File: src/hdl/kdlp_pkg.sv
// shared types and constants for the key debounce and long-press detector
package kdlp_pkg;

  // key event codes
  localparam logic [1:0] EVT_NONE  = 2'd0;
  localparam logic [1:0] EVT_SHORT = 2'd1;
  localparam logic [1:0] EVT_LONG  = 2'd2;

  // configuration register indexes
  localparam int CFG_ADDR_W = 2;
  localparam logic [CFG_ADDR_W-1:0] CFG_DEBOUNCE   = 2'd0;
  localparam logic [CFG_ADDR_W-1:0] CFG_LONG_PRESS = 2'd1;

  // register widths and reset values
  localparam int CFG_DATA_W   = 16;
  localparam int DEBOUNCE_W   = 10;
  localparam int LONG_PRESS_W = 16;
  localparam logic [DEBOUNCE_W-1:0]   DEBOUNCE_RST   = 10'd20;
  localparam logic [LONG_PRESS_W-1:0] LONG_PRESS_RST = 16'd2000;

  // one result item
  typedef struct packed {
    logic       long_held;
    logic       stable_pressed;
    logic [1:0] key_event;
  } key_result_t;

endpackage

File: src/hdl/key_debounce_long_press.sv
// key debounce with short and long press detection, one tick per transfer
//
// Each input transfer is one millisecond tick carrying the raw active-low key
// level; each one produces exactly one result transfer. The block takes one
// tick per clock cycle: the whole update of the edge age, the hold age and the
// debounced level is one layer of counter increments and compares between the
// state registers and the result register, so a new tick is taken in every
// cycle in which the result register is empty or being drained. Both ages
// saturate at 2^COUNT_WIDTH-1. The user writes configuration through
// cfg_we/cfg_addr/cfg_wdata only while idle; the block does not enforce this.
module key_debounce_long_press
  import kdlp_pkg::*;
#(
  parameter int COUNT_WIDTH = 16
) (
  input  logic                  clk,
  input  logic                  rst_n,
  // configuration write port
  input  logic                  cfg_we,
  input  logic [CFG_ADDR_W-1:0] cfg_addr,
  input  logic [CFG_DATA_W-1:0] cfg_wdata,
  // input ticks
  input  logic                  in_tvalid,
  output logic                  in_tready,
  input  logic [7:0]            in_tdata,   // [0] raw_level, [7:1] zero
  // results
  output logic                  out_tvalid,
  input  logic                  out_tready,
  output logic [7:0]            out_tdata   // [1:0] key_event, [2] stable_pressed,
                                            // [3] long_held, [7:4] zero
);

  localparam int CMP_W = (COUNT_WIDTH > LONG_PRESS_W) ? COUNT_WIDTH : LONG_PRESS_W;
  localparam logic [COUNT_WIDTH-1:0] COUNT_MAX = {COUNT_WIDTH{1'b1}};

  // saturating increment of an age counter
  function automatic logic [COUNT_WIDTH-1:0] sat_inc(input logic [COUNT_WIDTH-1:0] v);
    sat_inc = (v == COUNT_MAX) ? COUNT_MAX : v + COUNT_WIDTH'(1);
  endfunction

  logic [DEBOUNCE_W-1:0]   debounce_r;
  logic [LONG_PRESS_W-1:0] long_press_r;

  logic                    last_raw_r, last_raw_nxt;
  logic                    stable_r, stable_nxt;
  logic [COUNT_WIDTH-1:0]  edge_age_r, edge_age_nxt;
  logic [COUNT_WIDTH-1:0]  hold_age_r, hold_age_nxt;
  logic                    fired_r, fired_nxt;

  logic                    out_valid_r;
  key_result_t             out_data_r, res_nxt;

  logic                    in_xfer;
  logic                    raw;
  logic                    accept_lvl;
  logic [1:0]              evt;

  assign in_tready  = !out_valid_r || out_tready;
  assign in_xfer    = in_tvalid && in_tready;
  assign raw        = in_tdata[0];
  assign out_tvalid = out_valid_r;
  assign out_tdata  = {4'b0000, out_data_r};

  // configuration registers
  always_ff @(posedge clk) begin
    if (!rst_n) begin
      debounce_r   <= DEBOUNCE_RST;
      long_press_r <= LONG_PRESS_RST;
    end else if (cfg_we) begin
      case (cfg_addr)
        CFG_DEBOUNCE:   debounce_r   <= cfg_wdata[DEBOUNCE_W-1:0];
        CFG_LONG_PRESS: long_press_r <= cfg_wdata[LONG_PRESS_W-1:0];
        default: ;
      endcase
    end
  end

  // next state and result for one tick
  always_comb begin
    last_raw_nxt = raw;
    edge_age_nxt = (raw != last_raw_r) ? '0 : sat_inc(edge_age_r);
    hold_age_nxt = sat_inc(hold_age_r);
    stable_nxt   = stable_r;
    fired_nxt    = fired_r;
    evt          = EVT_NONE;

    // debounced level change
    accept_lvl = (CMP_W'(edge_age_nxt) >= CMP_W'(debounce_r)) && (raw != stable_r);
    if (accept_lvl) begin
      stable_nxt = raw;
      if (!raw) begin
        hold_age_nxt = '0;
        fired_nxt    = 1'b0;
      end else if (!fired_r) begin
        evt = EVT_SHORT;
      end
    end

    // long-press detection
    if (!stable_nxt && !fired_nxt && (CMP_W'(hold_age_nxt) >= CMP_W'(long_press_r))) begin
      fired_nxt = 1'b1;
      evt       = EVT_LONG;
    end

    res_nxt.key_event      = evt;
    res_nxt.stable_pressed = !stable_nxt;
    res_nxt.long_held      = fired_nxt;
  end

  // key state, advanced on each input transfer
  always_ff @(posedge clk) begin
    if (!rst_n) begin
      last_raw_r <= 1'b1;
      stable_r   <= 1'b1;
      edge_age_r <= '0;
      hold_age_r <= '0;
      fired_r    <= 1'b0;
    end else if (in_xfer) begin
      last_raw_r <= last_raw_nxt;
      stable_r   <= stable_nxt;
      edge_age_r <= edge_age_nxt;
      hold_age_r <= hold_age_nxt;
      fired_r    <= fired_nxt;
    end
  end

  // result register
  always_ff @(posedge clk) begin
    if (!rst_n) begin
      out_valid_r <= 1'b0;
    end else if (in_xfer) begin
      out_valid_r <= 1'b1;
    end else if (out_tready) begin
      out_valid_r <= 1'b0;
    end
  end

  always_ff @(posedge clk) begin
    if (in_xfer) begin
      out_data_r <= res_nxt;
    end
  end

  // a long-press event always comes with the key held and the flag set
  a_long_evt: assert property (@(posedge clk) disable iff (!rst_n)
    out_valid_r && (out_data_r.key_event == EVT_LONG)
      |-> out_data_r.stable_pressed && out_data_r.long_held)
    else $error("long-press event without held key or flag");

  // a short-press event only on a release with no long press
  a_short_evt: assert property (@(posedge clk) disable iff (!rst_n)
    out_valid_r && (out_data_r.key_event == EVT_SHORT)
      |-> !out_data_r.stable_pressed && !out_data_r.long_held)
    else $error("short-press event while pressed or after long press");

  // every accepted tick leaves a result waiting
  a_result: assert property (@(posedge clk) disable iff (!rst_n)
    in_xfer |=> out_valid_r)
    else $error("input transfer without result");

  // the long-press flag never sets while the key is released
  a_fired_rise: assert property (@(posedge clk) disable iff (!rst_n)
    $rose(fired_r) |-> !stable_r)
    else $error("long-press flag set while released");

endmodule

File: config.mk
export PLATFORM = sky130hd
export DESIGN_NAME = key_debounce_long_press
export DESIGN_NICKNAME = d
export VERILOG_FILES = /design/src/hdl/kdlp_pkg.sv /design/src/hdl/key_debounce_long_press.sv
export SDC_FILE = /design/constraint.sdc
export NUM_CORES = 1
export LEC_CHECK = 0
export BUFFER_PORTS_ARGS = -buffer_cell sky130_fd_sc_hd__buf_2
export CAP_MARGIN = 20
export CORE_ASPECT_RATIO = 2
export CORE_MARGIN = 1
export CORE_UTILIZATION = 25
export DETAILED_ROUTE_END_ITERATION = 7
export REMOVE_ABC_BUFFERS = 1
export SLEW_MARGIN = 10
export SYNTH_ARGS = -nofsm -noshare
export SYNTH_HDL_FRONTEND = slang
export SYNTH_SLANG_ARGS = --single-unit
File: constraint.sdc
create_clock -name clk -period 9.4 [get_ports clk]
set_input_delay 0.94 -clock clk [delete_from_list [all_inputs] [get_ports clk]]
set_output_delay 0.94 -clock clk [all_outputs]
set_load 0.05 [all_outputs]
### Yosys cells after proc, flatten, opt, wreduce, memory -nomap -nowiden

Cells that the tools add are included.

* $add $sub $neg: 2
* magnitude comparators: 2
* eq/ne operators: 5
* multiplexer cells: 12
* bitwise gates (word level): 2
* reductions and logical operators: 13

Operators by type and width (count)
* $mux W16: 5
* $add A16 B1 Y16 const B: 2
* $eq A16 B16 Y1 const B: 2
* $ge A16 B10 Y1: 1
* $ge A16 B16 Y1: 1
* $mux W1: 7
* $logic_and A1 B1 Y1: 4
* $reduce_and A2 Y1: 2
* $logic_not A1 Y1: 3
* $reduce_or A3 Y1: 1
* $eq A2 B1 Y1 const B: 1
* $logic_not A2 Y1: 1
* $ne A1 B1 Y1: 2
* $not A1 Y1: 2
* $reduce_bool A2 Y1: 1
* $logic_or A1 B1 Y1: 1

* bits in registers: 66
* input port bits: 31
* word-level logic and storage cells: 48

### Logic depth before layout (Yosys ltp)

Gate-level depths: netlist (run 1).

* depth in word-level cells: 10
* depth in mapped cells: 23
* depth with buffers taken out: 21

### Least setup slack after synthesis (run 1)

No wires, ideal clock.

* path kind: in2reg
* from: input port in_tdata[0]
* to: register out_data_r, in the netlist out_tdata[3], data pin
* arrival time: 4.477 ns
* required time: 9.136 ns
* setup slack: 4.659 ns
* stages on the path: 18
* buffers on the path: 3
* cells stage by stage: xor2_1 > clkbuf_1 > nor2_1 > ha_1 > a2111oi_0 > nand4_1 > a22oi_1 > a211oi_2 > buf_4 > buf_4 > nor2_1 > ha_1 > a21o_1 > a211o_1 > a211oi_1 > o21ai_0 > o221ai_1 > o21bai_1

RTL lines
* start, declared: RTL line key_debounce_long_press.sv:25 `input logic [7:0] in_tdata,`
* $ne A1 B1 Y1: RTL line key_debounce_long_press.sv:81 `edge_age_nxt = (raw != last_raw_r) ? '0 : sat_inc(edge_age_r);`
* $mux W16: RTL line key_debounce_long_press.sv:81
* via edge_age_nxt[6]: RTL line key_debounce_long_press.sv:46 `logic [COUNT_WIDTH-1:0] edge_age_r, edge_age_nxt;`
* $ge A16 B10 Y1: RTL line key_debounce_long_press.sv:88 `accept_lvl = (CMP_W'(edge_age_nxt) >= CMP_W'(debounce_r)) && (raw != stable_r);`
* $logic_and A1 B1 Y1: RTL line key_debounce_long_press.sv:88
* $mux W16: RTL line key_debounce_long_press.sv:89 `if (accept_lvl) begin`
* via hold_age_nxt[14]: RTL line key_debounce_long_press.sv:47 `logic [COUNT_WIDTH-1:0] hold_age_r, hold_age_nxt;`
* $ge A16 B16 Y1: RTL line key_debounce_long_press.sv:100 `if (!stable_nxt && !fired_nxt && (CMP_W'(hold_age_nxt) >= CMP_W'(long_press_r))) begin`
* $logic_and A1 B1 Y1: RTL line key_debounce_long_press.sv:100
* $mux W1: RTL line key_debounce_long_press.sv:100
* via fired_nxt: RTL line key_debounce_long_press.sv:48 `logic fired_r, fired_nxt;`
* end signal, assigned: RTL line key_debounce_long_press.sv:140 `out_data_r <= res_nxt;`
* end, declared: RTL line key_debounce_long_press.sv:51 `key_result_t out_data_r, res_nxt;`

The timed path passes the listed nets, and every way through them passes these cells.
A chain may end at the register's enable or synchronous reset.

### Worst setup path in the final report (run 1)

* from: register edge_age_r[0]
* to: register out_data_r, in the netlist out_tdata[1], data pin

* word-level cells in the longest chain between the ends: 9

RTL lines
* start, declared: RTL line key_debounce_long_press.sv:46
* start signal, assigned: RTL line key_debounce_long_press.sv:121 `edge_age_r <= edge_age_nxt;`
* $add A16 B1 Y16 or $eq A16 B16 Y1 (tied branches): RTL line key_debounce_long_press.sv:38 `sat_inc = (v == COUNT_MAX) ? COUNT_MAX : v + COUNT_WIDTH'(1);`
* $mux W16 (*): RTL line key_debounce_long_press.sv:38
* $mux W16 (*): RTL line key_debounce_long_press.sv:81
* via edge_age_nxt[7]: RTL line key_debounce_long_press.sv:46
* $ge A16 B10 Y1 (*): RTL line key_debounce_long_press.sv:88
* $logic_and A1 B1 Y1 (*): RTL line key_debounce_long_press.sv:88
* branches (longest 3 deep; another with $ge A16 B16 Y1)
* $logic_and A1 B1 Y1 (*): RTL line key_debounce_long_press.sv:100

Mark *: on every way through the listed nets, which the timed path passes.

==> flow_metrics.env, run 1 <==
export IMPL_cts_max_path_buffers=2
export IMPL_hold_buffer_count_at_cts=0
export IMPL_io_buffers=29
export IMPL_clk_insertion_delay_late_ps=340
export IMPL_post_synth_edffs=4
export IMPL_count_of_buffer_and_inverter_cells_on_the_critical_path=1
export IMPL_peak_supply_drop_mv=0.0635
export IMPL_leakage_dissipation_nw=1.88
export IMPL_synthesis_area_per_instance_um2=8.19
export IMPL_crit_fanout=31
export IMPL_netlist_area_um2=4160
export IMPL_slowest_stage_cell_crit_path="a2111oi_0"
export IMPL_max_slew_margin_pct=40.6
export IMPL_num_rows=66
export IMPL_cts_htree_levels=3
export IMPL_flow_area_growth_from_synthesis_pct=14.4
export IMPL_p_comb_share_pct=9.6
export IMPL_share_clk_of_total_power_pct=47.5
export IMPL_synth_area_top_cells="dfxtp_1, ha_1, nand2_1, a21oi_1, a21boi_0"
export IMPL_final_setup_skew_ps=6.52
export IMPL_cts_tree="done"
export IMPL_postCtsSetupBuffers=0
export IMPL_seq_area_um2=1360
export IMPL_finalSetupTns_ps=0
export IMPL_maxCapViolCount=0
export IMPL_power_switching_fraction_pct=26.2
export IMPL_antenna_cells_inserted=0
export IMPL_detailroute_via_count=3686
export IMPL_fp_dieArea_um2=17200
export IMPL_seqPwrFrac_pct=42.9
export IMPL_setup_worst_path_class="reg2reg"
export IMPL_cts_repair_resize_count=0
export IMPL_numCtsBuffers=9
export IMPL_count_of_endpoints_failing_hold_in_the_final_timing_report=0
export IMPL_gp_congestion=0.776
export IMPL_viasPerCell=5.01
export IMPL_setup_violations_final=0
export IMPL_critPathRequiredTime_ps=9570
export IMPL_post_route_cells_drive_above_1_share_pct=13.0
export IMPL_final_period_utilization_pct=64.2
export IMPL_clock_sink_count=66
export IMPL_detailed_place_hpwl_um=7910
export IMPL_dr_first_iter_drc_count=202
export IMPL_grt_total_usage_pct=13.4
export IMPL_routed_wirelength_um=10800
export IMPL_synthDominantAreaCellType="dfxtp_1"
export IMPL_slowest_cell_delay_on_critical_path_ps=560
export IMPL_ioPinCount=41
export IMPL_nFillCells=1725
export IMPL_grt_first_pass_wirelength_um=17500
export IMPL_postSynth_topFlopCell="dfxtp_1"
export IMPL_multiInputGateArea_um2=2540
export IMPL_antenna_found_initial=0
export IMPL_avgRoutedWirePerCell_um=14.7
export IMPL_grt_max_degree=64
export IMPL_grt_overflow=0
export IMPL_post_synth_most_frequent_cells="dfxtp_1, nand2_1, a21oi_1, inv_1, nor2_1"
export IMPL_first_global_vias=3708
export IMPL_clock_tree_root_cell="clkbuf_16"
export IMPL_clk_transition_reported_paths_ps=60
export IMPL_cell_with_the_most_instances_on_the_worst_path="ha_1"
export IMPL_die_width_um=93.2
export IMPL_internal_power_mw=0.506
export IMPL_chipHeight_um=184
export IMPL_synth_ff_latch_count=66
export IMPL_area_inside_the_core_boundary_um2=16300
export IMPL_final_max_slew_violation_count=0
export IMPL_firstDrtPassIters=4
export IMPL_yosys_area_top_type_share_pct=29.8
export IMPL_setup_worst_path_end_class="flip-flop"
export IMPL_postPlaceCellArea_um2=4460
export IMPL_final_min_clock_period_ps=6030
export IMPL_worst_ep_arrival_time_ps=6200
export IMPL_hold_class="reg2reg"
export IMPL_run_status="completed"
export IMPL_switching_power_mw=0.179
export IMPL_design_area_final_um2=4760
export IMPL_initial_utilization_pct=25.6
export IMPL_yosysWarnings=0
export IMPL_clock_fmax_ghz=0.166
export IMPL_power_density_cell_area_nw_per_um2=144
export IMPL_crit_path_cell_chain="ha_1 > nand3_1 > nor2_1 > nand4_1 > a21oi_1 > ha_1 > a2111oi_0 > nand4_1 > a21boi_0 > a211oi_4 > buf_4 > a21o_1 > ha_1 > nand2b_1 > a21o_1 > a211oi_1 > o31a_1 > o21ai_0 > o221ai_1 > nor3_1"
export IMPL_grt_setup_unrepaired="false"
export IMPL_yosysSeqAreaShare_pct=32.7
export IMPL_tightestPinTransition_ps=889
export IMPL_finalNetCount=585
export IMPL_netlist_cell_type_count=67
export IMPL_drt_drc_violations_left=0
export IMPL_post_route_util_pct=29.3
export IMPL_cp_top_family="compound AO/OA/AOI/OAI gates"
export IMPL_async_reset_ff_share_pct=0
export IMPL_post_layout_total_power_mw=0.686
export IMPL_critical_path_startpoint_type="flip-flop"
export IMPL_post_synth_inst_count=508
export IMPL_drt_antenna_violating_nets=0
==> sequential cells by signal (all words and copies together), names as in the netlist <==
register / count
debounce_r: 10
edge_age_r: 16
out_tdata: 4
out_tvalid: 1
last_raw_r: 1
stable_r: 1
hold_age_r: 16
long_press_r: 16
fired_r: 1
==> worst reg2reg max path, cell delays in order (launching register included) <==
cell and delay [ps]:
dfxtp_1 410, ha_1 250, nand3_1 190, nor2_1 310
nand4_1 510, a21oi_1 390, ha_1 290, a2111oi_0 560
nand4_1 430, a21boi_0 430, a211oi_4 70, buf_4 240
a21o_1 220, ha_1 270, nand2b_1 90, a21o_1 110
a211oi_1 60, o31a_1 290, o21ai_0 160, o221ai_1 320
nor3_1 270
==> stage by stage <==
stage          instances  hold slack (ps)  setup WS (ps)
5_1_grt              735              482           2760
2_1_floorplan        480              443           4140
3_3_place_gp         718              454           3510
3_5_place_dp         718              458           3420
6_report             735              466           3370
4_1_cts              734              467           3390
==> per-layer routing <==
layer / up-vias / global-route usage, % / share of wire [%]
met5: - / 0 / 0
met4: 0 / 10.2 / 6.1
met3: 32 / 2.15 / 2.1
met2: 54 / 25.8 / 56
met1: 1750 / 12.1 / 36
li1: 1850 / - / -
==> cell type report <==
class,instances,share of cell area (%)
clock buffers,10,5.25
clock inverters,6,0.841
inverters,34,2.68
multi-input cells,380,53.3
flip-flops and latches,66,28.6
well taps,204,5.36
repair buffers,35,3.99
==> placed cells by master, fill, tap and decap left out, types with 3 or more instances in the layout <==
| master | synthesis | final |
|---|---|---|
| a31oi_1 | 11 | 11 |
| nand4_1 | 8 | 8 |
| mux2i_1 | 3 | 3 |
| inv_1 | 33 | 33 |
| a21oi_1 | 43 | 43 |
| o21ai_0 | 11 | 11 |
| nor2_1 | 30 | 30 |
| clkinv_2 | 0 | 3 |
| edfxtp_1 | 4 | 4 |
| o221a_2 | 3 | 3 |
| buf_2 | 2 | 29 |
| a21o_1 | 10 | 10 |
| nand3_1 | 16 | 16 |
| nor3_1 | 8 | 8 |
| nand2_1 | 62 | 62 |
| conb_1 | 1 | 4 |
| buf_4 | 7 | 6 |
| nor2b_1 | 13 | 13 |
| dfxtp_1 | 62 | 62 |
| a211oi_1 | 3 | 3 |
| xnor2_1 | 13 | 13 |
| a21boi_0 | 21 | 21 |
| o221a_1 | 6 | 6 |
| nand2b_1 | 4 | 4 |
| clkbuf_16 | 0 | 10 |
| o211ai_1 | 12 | 12 |
| ha_1 | 28 | 28 |
| o21bai_1 | 3 | 3 |
| and3_1 | 8 | 8 |
| nor3b_1 | 4 | 3 |
| xor2_1 | 5 | 5 |
| o21a_1 | 11 | 11 |
==> cells by family (layout without fill, tap and decap cells) <==
family / Yosys count / in the layout / share of synthesized area (%)
other: 1 / 4 / 0.0901
AO/OA/AOI/OAI: 155 / 155 / 26.2
multiplexers: 3 / 3 / 0.721
buffers and inverters: 65 / 85 / 6.91
flip-flops: 66 / 66 / 32.7
AND/OR/NAND/NOR: 172 / 172 / 21.1
XOR/XNOR: 18 / 18 / 3.79
adder cells (fa/ha/maj): 28 / 28 / 8.42
==> final timing paths <==
check	start	to	slack, ps	cells past startpoint
setup / recovery	edge_age_r[0]$_SDFFE_PN0P_	out_tdata[1]$_SDFFCE_PP1P_	3370	20
hold / removal	long_press_r[5]$_SDFFE_PN0P_	long_press_r[5]$_SDFFE_PN0P_	470	2
setup reg to reg	edge_age_r[0]$_SDFFE_PN0P_	out_tdata[1]$_SDFFCE_PP1P_	3370	20
hold reg to reg	long_press_r[5]$_SDFFE_PN0P_	long_press_r[5]$_SDFFE_PN0P_	470	2
==> power groups by stage <==
stage | registers (mW) | clock network (mW) | logic, mW
after global placement | 0.300 | 0 | 0.0654
after detailed placement | 0.300 | 0 | 0.0661
after floorplan | 0.303 | 0 | 0.0375
final | 0.294 | 0.325 | 0.0661
after global routing | 0.295 | 0.341 | 0.0730
after CTS | 0.294 | 0.333 | 0.0665
Note: power is estimated with default switching activity, not from simulation.
==> inputs of run 2 (changes only) <==
clock period = 5.64 ns   (was 9.4 ns; I/O delays follow)
==> flow_metrics.env, run 2 (synthesis gave the netlist of run 1 again) <==
export IMPL_run_status="completed"
export IMPL_seqPwrFrac_pct=40.4
export IMPL_detailroute_via_count=3757
export IMPL_initial_utilization_pct=25.6
export IMPL_largest_registers="edge_age_r: 16 flops, hold_age_r: 16 flops, long_press_r: 16 flops"
export IMPL_design_area_final_um2=4900
export IMPL_peak_supply_drop_mv=0.109
export IMPL_grt_first_pass_wirelength_um=18500
export IMPL_hp_start="cfg_wdata[10]"
export IMPL_share_clk_of_total_power_pct=50.4
export IMPL_routed_wirelength_um=11500
export IMPL_clock_sink_count=66
export IMPL_reg2reg_from="edge_age_r[0]$_SDFFE_PN0P_"
export IMPL_cell_with_the_most_instances_on_the_worst_path="ha_1"
export IMPL_grt_setup_unrepaired="false"
export IMPL_hold_buffer_count_at_cts=0
export IMPL_numCtsBuffers=9
export IMPL_finalSetupTns_ps=0
export IMPL_cts_max_path_buffers=2
export IMPL_cts_tree="done"
export IMPL_drt_antenna_violating_nets=0
export IMPL_drt_drc_violations_left=0
export IMPL_grt_overflow=0
export IMPL_slowest_stage_cell_crit_path="a2111oi_1"
export IMPL_postPlaceCellArea_um2=4530
export IMPL_clk_transition_reported_paths_ps=60
export IMPL_startpoint="edge_age_r[0]$_SDFFE_PN0P_"
export IMPL_antenna_cells_inserted=0
export IMPL_detailed_place_hpwl_um=8340
export IMPL_tightestPinTransition_ps=870
export IMPL_io_buffers=29
export IMPL_internal_power_mw=0.908
export IMPL_viasPerCell=5.03
export IMPL_worst_ep_arrival_time_ps=5450
export IMPL_cts_htree_levels=3
export IMPL_first_global_vias=3869
export IMPL_area_inside_the_core_boundary_um2=16300
export IMPL_final_setup_skew_ps=5.44
export IMPL_setup_worst_path_class="reg2reg"
export IMPL_setup_worst_path_end_class="flip-flop"
export IMPL_power_density_cell_area_nw_per_um2=248
export IMPL_ioPinCount=41
export IMPL_firstDrtPassIters=5
export IMPL_final_max_slew_violation_count=0
export IMPL_dr_first_iter_drc_count=252
export IMPL_crit_path_cell_chain="ha_1 > nand3_1 > nor2_1 > nand4_1 > buf_4 > a21oi_1 > ha_1 > a2111oi_1 > nand4_1 > buf_4 > a22oi_2 > a211oi_4 > a21o_1 > ha_1 > nand2b_1 > a21o_1 > a211oi_1 > o31a_1 > o21ai_0 > o221ai_1 > nor3_1"
export IMPL_gp_congestion=0.828
export IMPL_die_width_um=93.2
export IMPL_avgRoutedWirePerCell_um=15.4
export IMPL_final_min_clock_period_ps=5280
export IMPL_p_comb_share_pct=9.2
export IMPL_fp_dieArea_um2=17200
export IMPL_slowest_cell_delay_on_critical_path_ps=590
export IMPL_count_of_endpoints_failing_hold_in_the_final_timing_report=0
export IMPL_maxCapViolCount=0
export IMPL_flow_area_growth_from_synthesis_pct=17.7
export IMPL_crit_fanout=12
export IMPL_setup_violations_final=0
export IMPL_power_switching_fraction_pct=25.2
export IMPL_grt_total_usage_pct=14.2
export IMPL_final_period_utilization_pct=93.7
export IMPL_grt_max_degree=42
export IMPL_max_slew_margin_pct=41.9
export IMPL_finalNetCount=597
export IMPL_critical_path_startpoint_type="flip-flop"
export IMPL_critPathRequiredTime_ps=5810
export IMPL_post_route_util_pct=30.1
export IMPL_antenna_found_initial=0
export IMPL_leakage_dissipation_nw=1.95
export IMPL_num_rows=66
export IMPL_commonest_non_fill_non_tap_cells_in_the_layout="nand2_1, dfxtp_1, a21oi_1, inv_1, nor2_1"
export IMPL_clock_tree_root_cell="clkbuf_16"
export IMPL_count_of_buffer_and_inverter_cells_on_the_critical_path=2
export IMPL_hold_class="in2reg"
export IMPL_chipHeight_um=184
export IMPL_post_route_cells_drive_above_1_share_pct=15.5
export IMPL_clk_insertion_delay_late_ps=340
export IMPL_switching_power_mw=0.306
export IMPL_cp_top_family="compound AO/OA/AOI/OAI gates"
export IMPL_clock_fmax_ghz=0.189
-- run 2: cell type report --
class	count	area, um2
clock buffer	9	225
clock inverter	7	93.8
fill	1725	11400
inverter	34	128
multi-input combinational	381	2560
sequential	66	1360
tap	204	255
timing repair buffer	46	273
-- run 2: path summary, 6_finish.rpt --
path / endpoint / slack [ps] / cells after the start
worst max-delay path: out_tdata[1]$_SDFFCE_PP1P_ / 360 / 21
worst min-delay path: long_press_r[10]$_SDFFE_PN1P_ / 450 / 3
worst max register to register: out_tdata[1]$_SDFFCE_PP1P_ / 360 / 21
worst min register to register: long_press_r[12]$_SDFFE_PN0P_ / 460 / 2
-- run 2: power groups by stage --
stage / logic (mW) / clock network [mW] / registers, mW
2_1_floorplan: 0.0625 / 0 / 0.505
3_3_place_gp: 0.108 / 0 / 0.500
3_5_place_dp: 0.109 / 0 / 0.501
4_1_cts: 0.109 / 0.618 / 0.490
5_1_grt: 0.125 / 0.635 / 0.491
6_report: 0.112 / 0.611 / 0.490
-- run 2: per-stage QoR --
step | hold WS (ps) | setup WS (ps) | total power [mW] | std cells
after floorplan | 443 | 679 | 0.568 | 480
after global placement | 453 | 272 | 0.608 | 727
after detailed placement | 460 | 199 | 0.610 | 727
after CTS | 447 | 183 | 1.22 | 743
after global routing | 476 | 3.11 | 1.25 | 747
final | 452 | 357 | 1.21 | 747
-- run 2: repair_timing --
| action | in CTS | in global routing |
|---|---|---|
| resized for setup | 0 | 5 |
| setup endpoints to repair | 0 | 3 |
| setup buffers | 0 | 2 |
-- run 2: per-layer routing --
metal | track usage (%) | part of all wire [%]
met1 | 12.2 | 34
met2 | 27.9 | 57
met3 | 1.98 | 2.0
met4 | 11.3 | 7.0
met5 | 0 | 0
-- run 2: worst min-delay path: cells and delay by family --
family                 cells  cell delay [ps]
buffers and inverters      1               70
AND/OR/NAND/NOR            1               40
AO/OA/AOI/OAI              1               80
==> inputs of run 3 (changes only) <==
clock period = 4.7 ns   (was 5.64 ns; I/O delays follow)
==> flow_metrics.env, run 3 (synthesis gave the netlist of run 1 again) <==
export IMPL_hp_start="cfg_wdata[10]"
export IMPL_drt_antenna_violating_nets=0
export IMPL_cts_htree_levels=3
export IMPL_clock_fmax_ghz=0.224
export IMPL_initial_utilization_pct=25.6
export IMPL_setup_violations_final=0
export IMPL_count_of_endpoints_failing_hold_in_the_final_timing_report=0
export IMPL_maxCapViolCount=0
export IMPL_final_period_utilization_pct=94.9
export IMPL_post_route_util_pct=32.5
export IMPL_reg2reg_from="edge_age_r[1]$_SDFFE_PN0P_"
export IMPL_fp_dieArea_um2=17200
export IMPL_finalNetCount=640
export IMPL_detailroute_wirelength_met2_um=7090
export IMPL_routed_wirelength_um=11700
export IMPL_met1_length_um=3980
export IMPL_setup_reg_to_reg_worst_slack_ps=240
export IMPL_cts_max_path_buffers=2
export IMPL_grt_overflow=0
export IMPL_numCtsBuffers=9
export IMPL_area_inside_the_core_boundary_um2=16300
export IMPL_setup_worst_path_class="reg2reg"
export IMPL_clock_sink_count=66
export IMPL_timing_final_ws_setup_ps=239
export IMPL_run_status="completed"
export IMPL_final_max_slew_violation_count=0
export IMPL_setup_worst_path_end_class="flip-flop"
export IMPL_flow_area_growth_from_synthesis_pct=27.1
export IMPL_io_buffers=29
export IMPL_grt_first_pass_wirelength_um=19300
export IMPL_preCtsSetupSlack_ps=-161
export IMPL_crit_fanout=8
export IMPL_dr_first_iter_drc_count=175
export IMPL_detailed_place_hpwl_um=8890
export IMPL_route_met3_wl_um=205
export IMPL_ioPinCount=41
export IMPL_post_route_cells_drive_above_1_share_pct=24.1
export IMPL_critical_path_startpoint_type="flip-flop"
export IMPL_final_setup_skew_ps=8.50
export IMPL_top_signal_layer_used="met4"
export IMPL_clk_insertion_delay_late_ps=330
export IMPL_final_min_clock_period_ps=4460
export IMPL_tightestPinTransition_ps=752
export IMPL_first_global_vias=3941
export IMPL_power_density_cell_area_nw_per_um2=266
export IMPL_chipHeight_um=184
export IMPL_antenna_found_initial=0
export IMPL_antenna_cells_inserted=0
export IMPL_startpoint="edge_age_r[1]$_SDFFE_PN0P_"
export IMPL_peak_supply_drop_mv=0.142
export IMPL_post_layout_total_power_mw=1.41
export IMPL_clk_transition_reported_paths_ps=60
export IMPL_grt_total_usage_pct=14.6
export IMPL_layout_cells_most_common="nand2_1"
export IMPL_num_rows=66
export IMPL_gp_congestion=0.801
export IMPL_commonest_non_fill_non_tap_cells_in_the_layout="nand2_1, dfxtp_1, buf_4, a21oi_1, inv_1"
export IMPL_clock_tree_root_cell="clkbuf_16"
export IMPL_die_width_um=93.2
export IMPL_critPathRequiredTime_ps=4780
export IMPL_viasPerCell=4.85
export IMPL_hold_class="in2reg"
export IMPL_drt_drc_violations_left=0
export IMPL_leakage_dissipation_nw=2.16
export IMPL_cts_tree="done"
export IMPL_grt_max_degree=42
export IMPL_max_slew_margin_pct=49.8
export IMPL_firstDrtPassIters=4
export IMPL_worst_ep_arrival_time_ps=4540
export IMPL_detailroute_via_count=3830
export IMPL_avgRoutedWirePerCell_um=14.8
export IMPL_largest_registers="edge_age_r: 16 flops, hold_age_r: 16 flops, long_press_r: 16 flops"
[run 3: path summary, 6_finish.rpt]
path	endpoint	cells after the start
worst max-delay path	out_tdata[3]$_DFFE_PP_	20
worst min-delay path	long_press_r[10]$_SDFFE_PN1P_	3
worst max register to register	out_tdata[3]$_DFFE_PP_	20
worst min register to register	long_press_r[14]$_SDFFE_PN0P_	2
[run 3: where the power goes]
part | switching (mW) | internal (mW) | leakage [nW] | total, mW
Clock | 0.262 | 0.409 | 0.142 | 0.671
Sequential | 0.00756 | 0.580 | 0.545 | 0.587
Combinational | 0.0922 | 0.0551 | 1.48 | 0.147
Total | 0.362 | 1.04 | 2.16 | 1.41
[run 3: cell type report]
class | instances | area [um2]
tap | 204 | 255
multi-input combinational | 380 | 2640
inverter | 34 | 128
sequential | 66 | 1360
timing repair buffer | 90 | 608
clock buffer | 9 | 225
fill | 1702 | 11000
clock inverter | 7 | 68.8
[run 3: timing repair]
item / in CTS / in global routing
hold buffers: 0 / 0
resized for setup: 8 / 18
setup buffers: 1 / 5
setup endpoints to repair: 3 / 3
pin swaps: 3 / 10
[run 3: critical path, stage by stage (launching register included)]
cell	delay, ps
dfxtp_2	350
ha_4	140
nand3_2	80
nor2_2	130
nand4_1	130
buf_6	170
a21o_1	190
ha_1	260
or3b_2	470
o2111ai_2	90
nand4_1	240
a22oi_2	280
a211oi_4	130
buf_6	160
a31oi_4	140
o21a_1	160
ha_1	240
a211o_1	330
buf_4	150
o221ai_4	260
o21bai_1	90
[run 3: metrics by stage]
stage	hold WS, ps	TNS (ps)	std cells	cell area (um2)
2_1_floorplan	443	-654	480	4010
3_3_place_gp	452	-208	767	4830
3_5_place_dp	458	-460	767	4830
4_1_cts	353	0	784	5160
5_1_grt	375	-15.7	790	5290
6_report	359	0	790	5290
[run 3: per-layer routing]
| layer | vias up | GRT usage [%] |
|---|---|---|
| met3 | 23 | 1.98 |
| met5 | - | 0 |
| met4 | 0 | 8.86 |
| met2 | 56 | 30.1 |
| met1 | 1798 | 12.7 |
| li1 | 1953 | - |
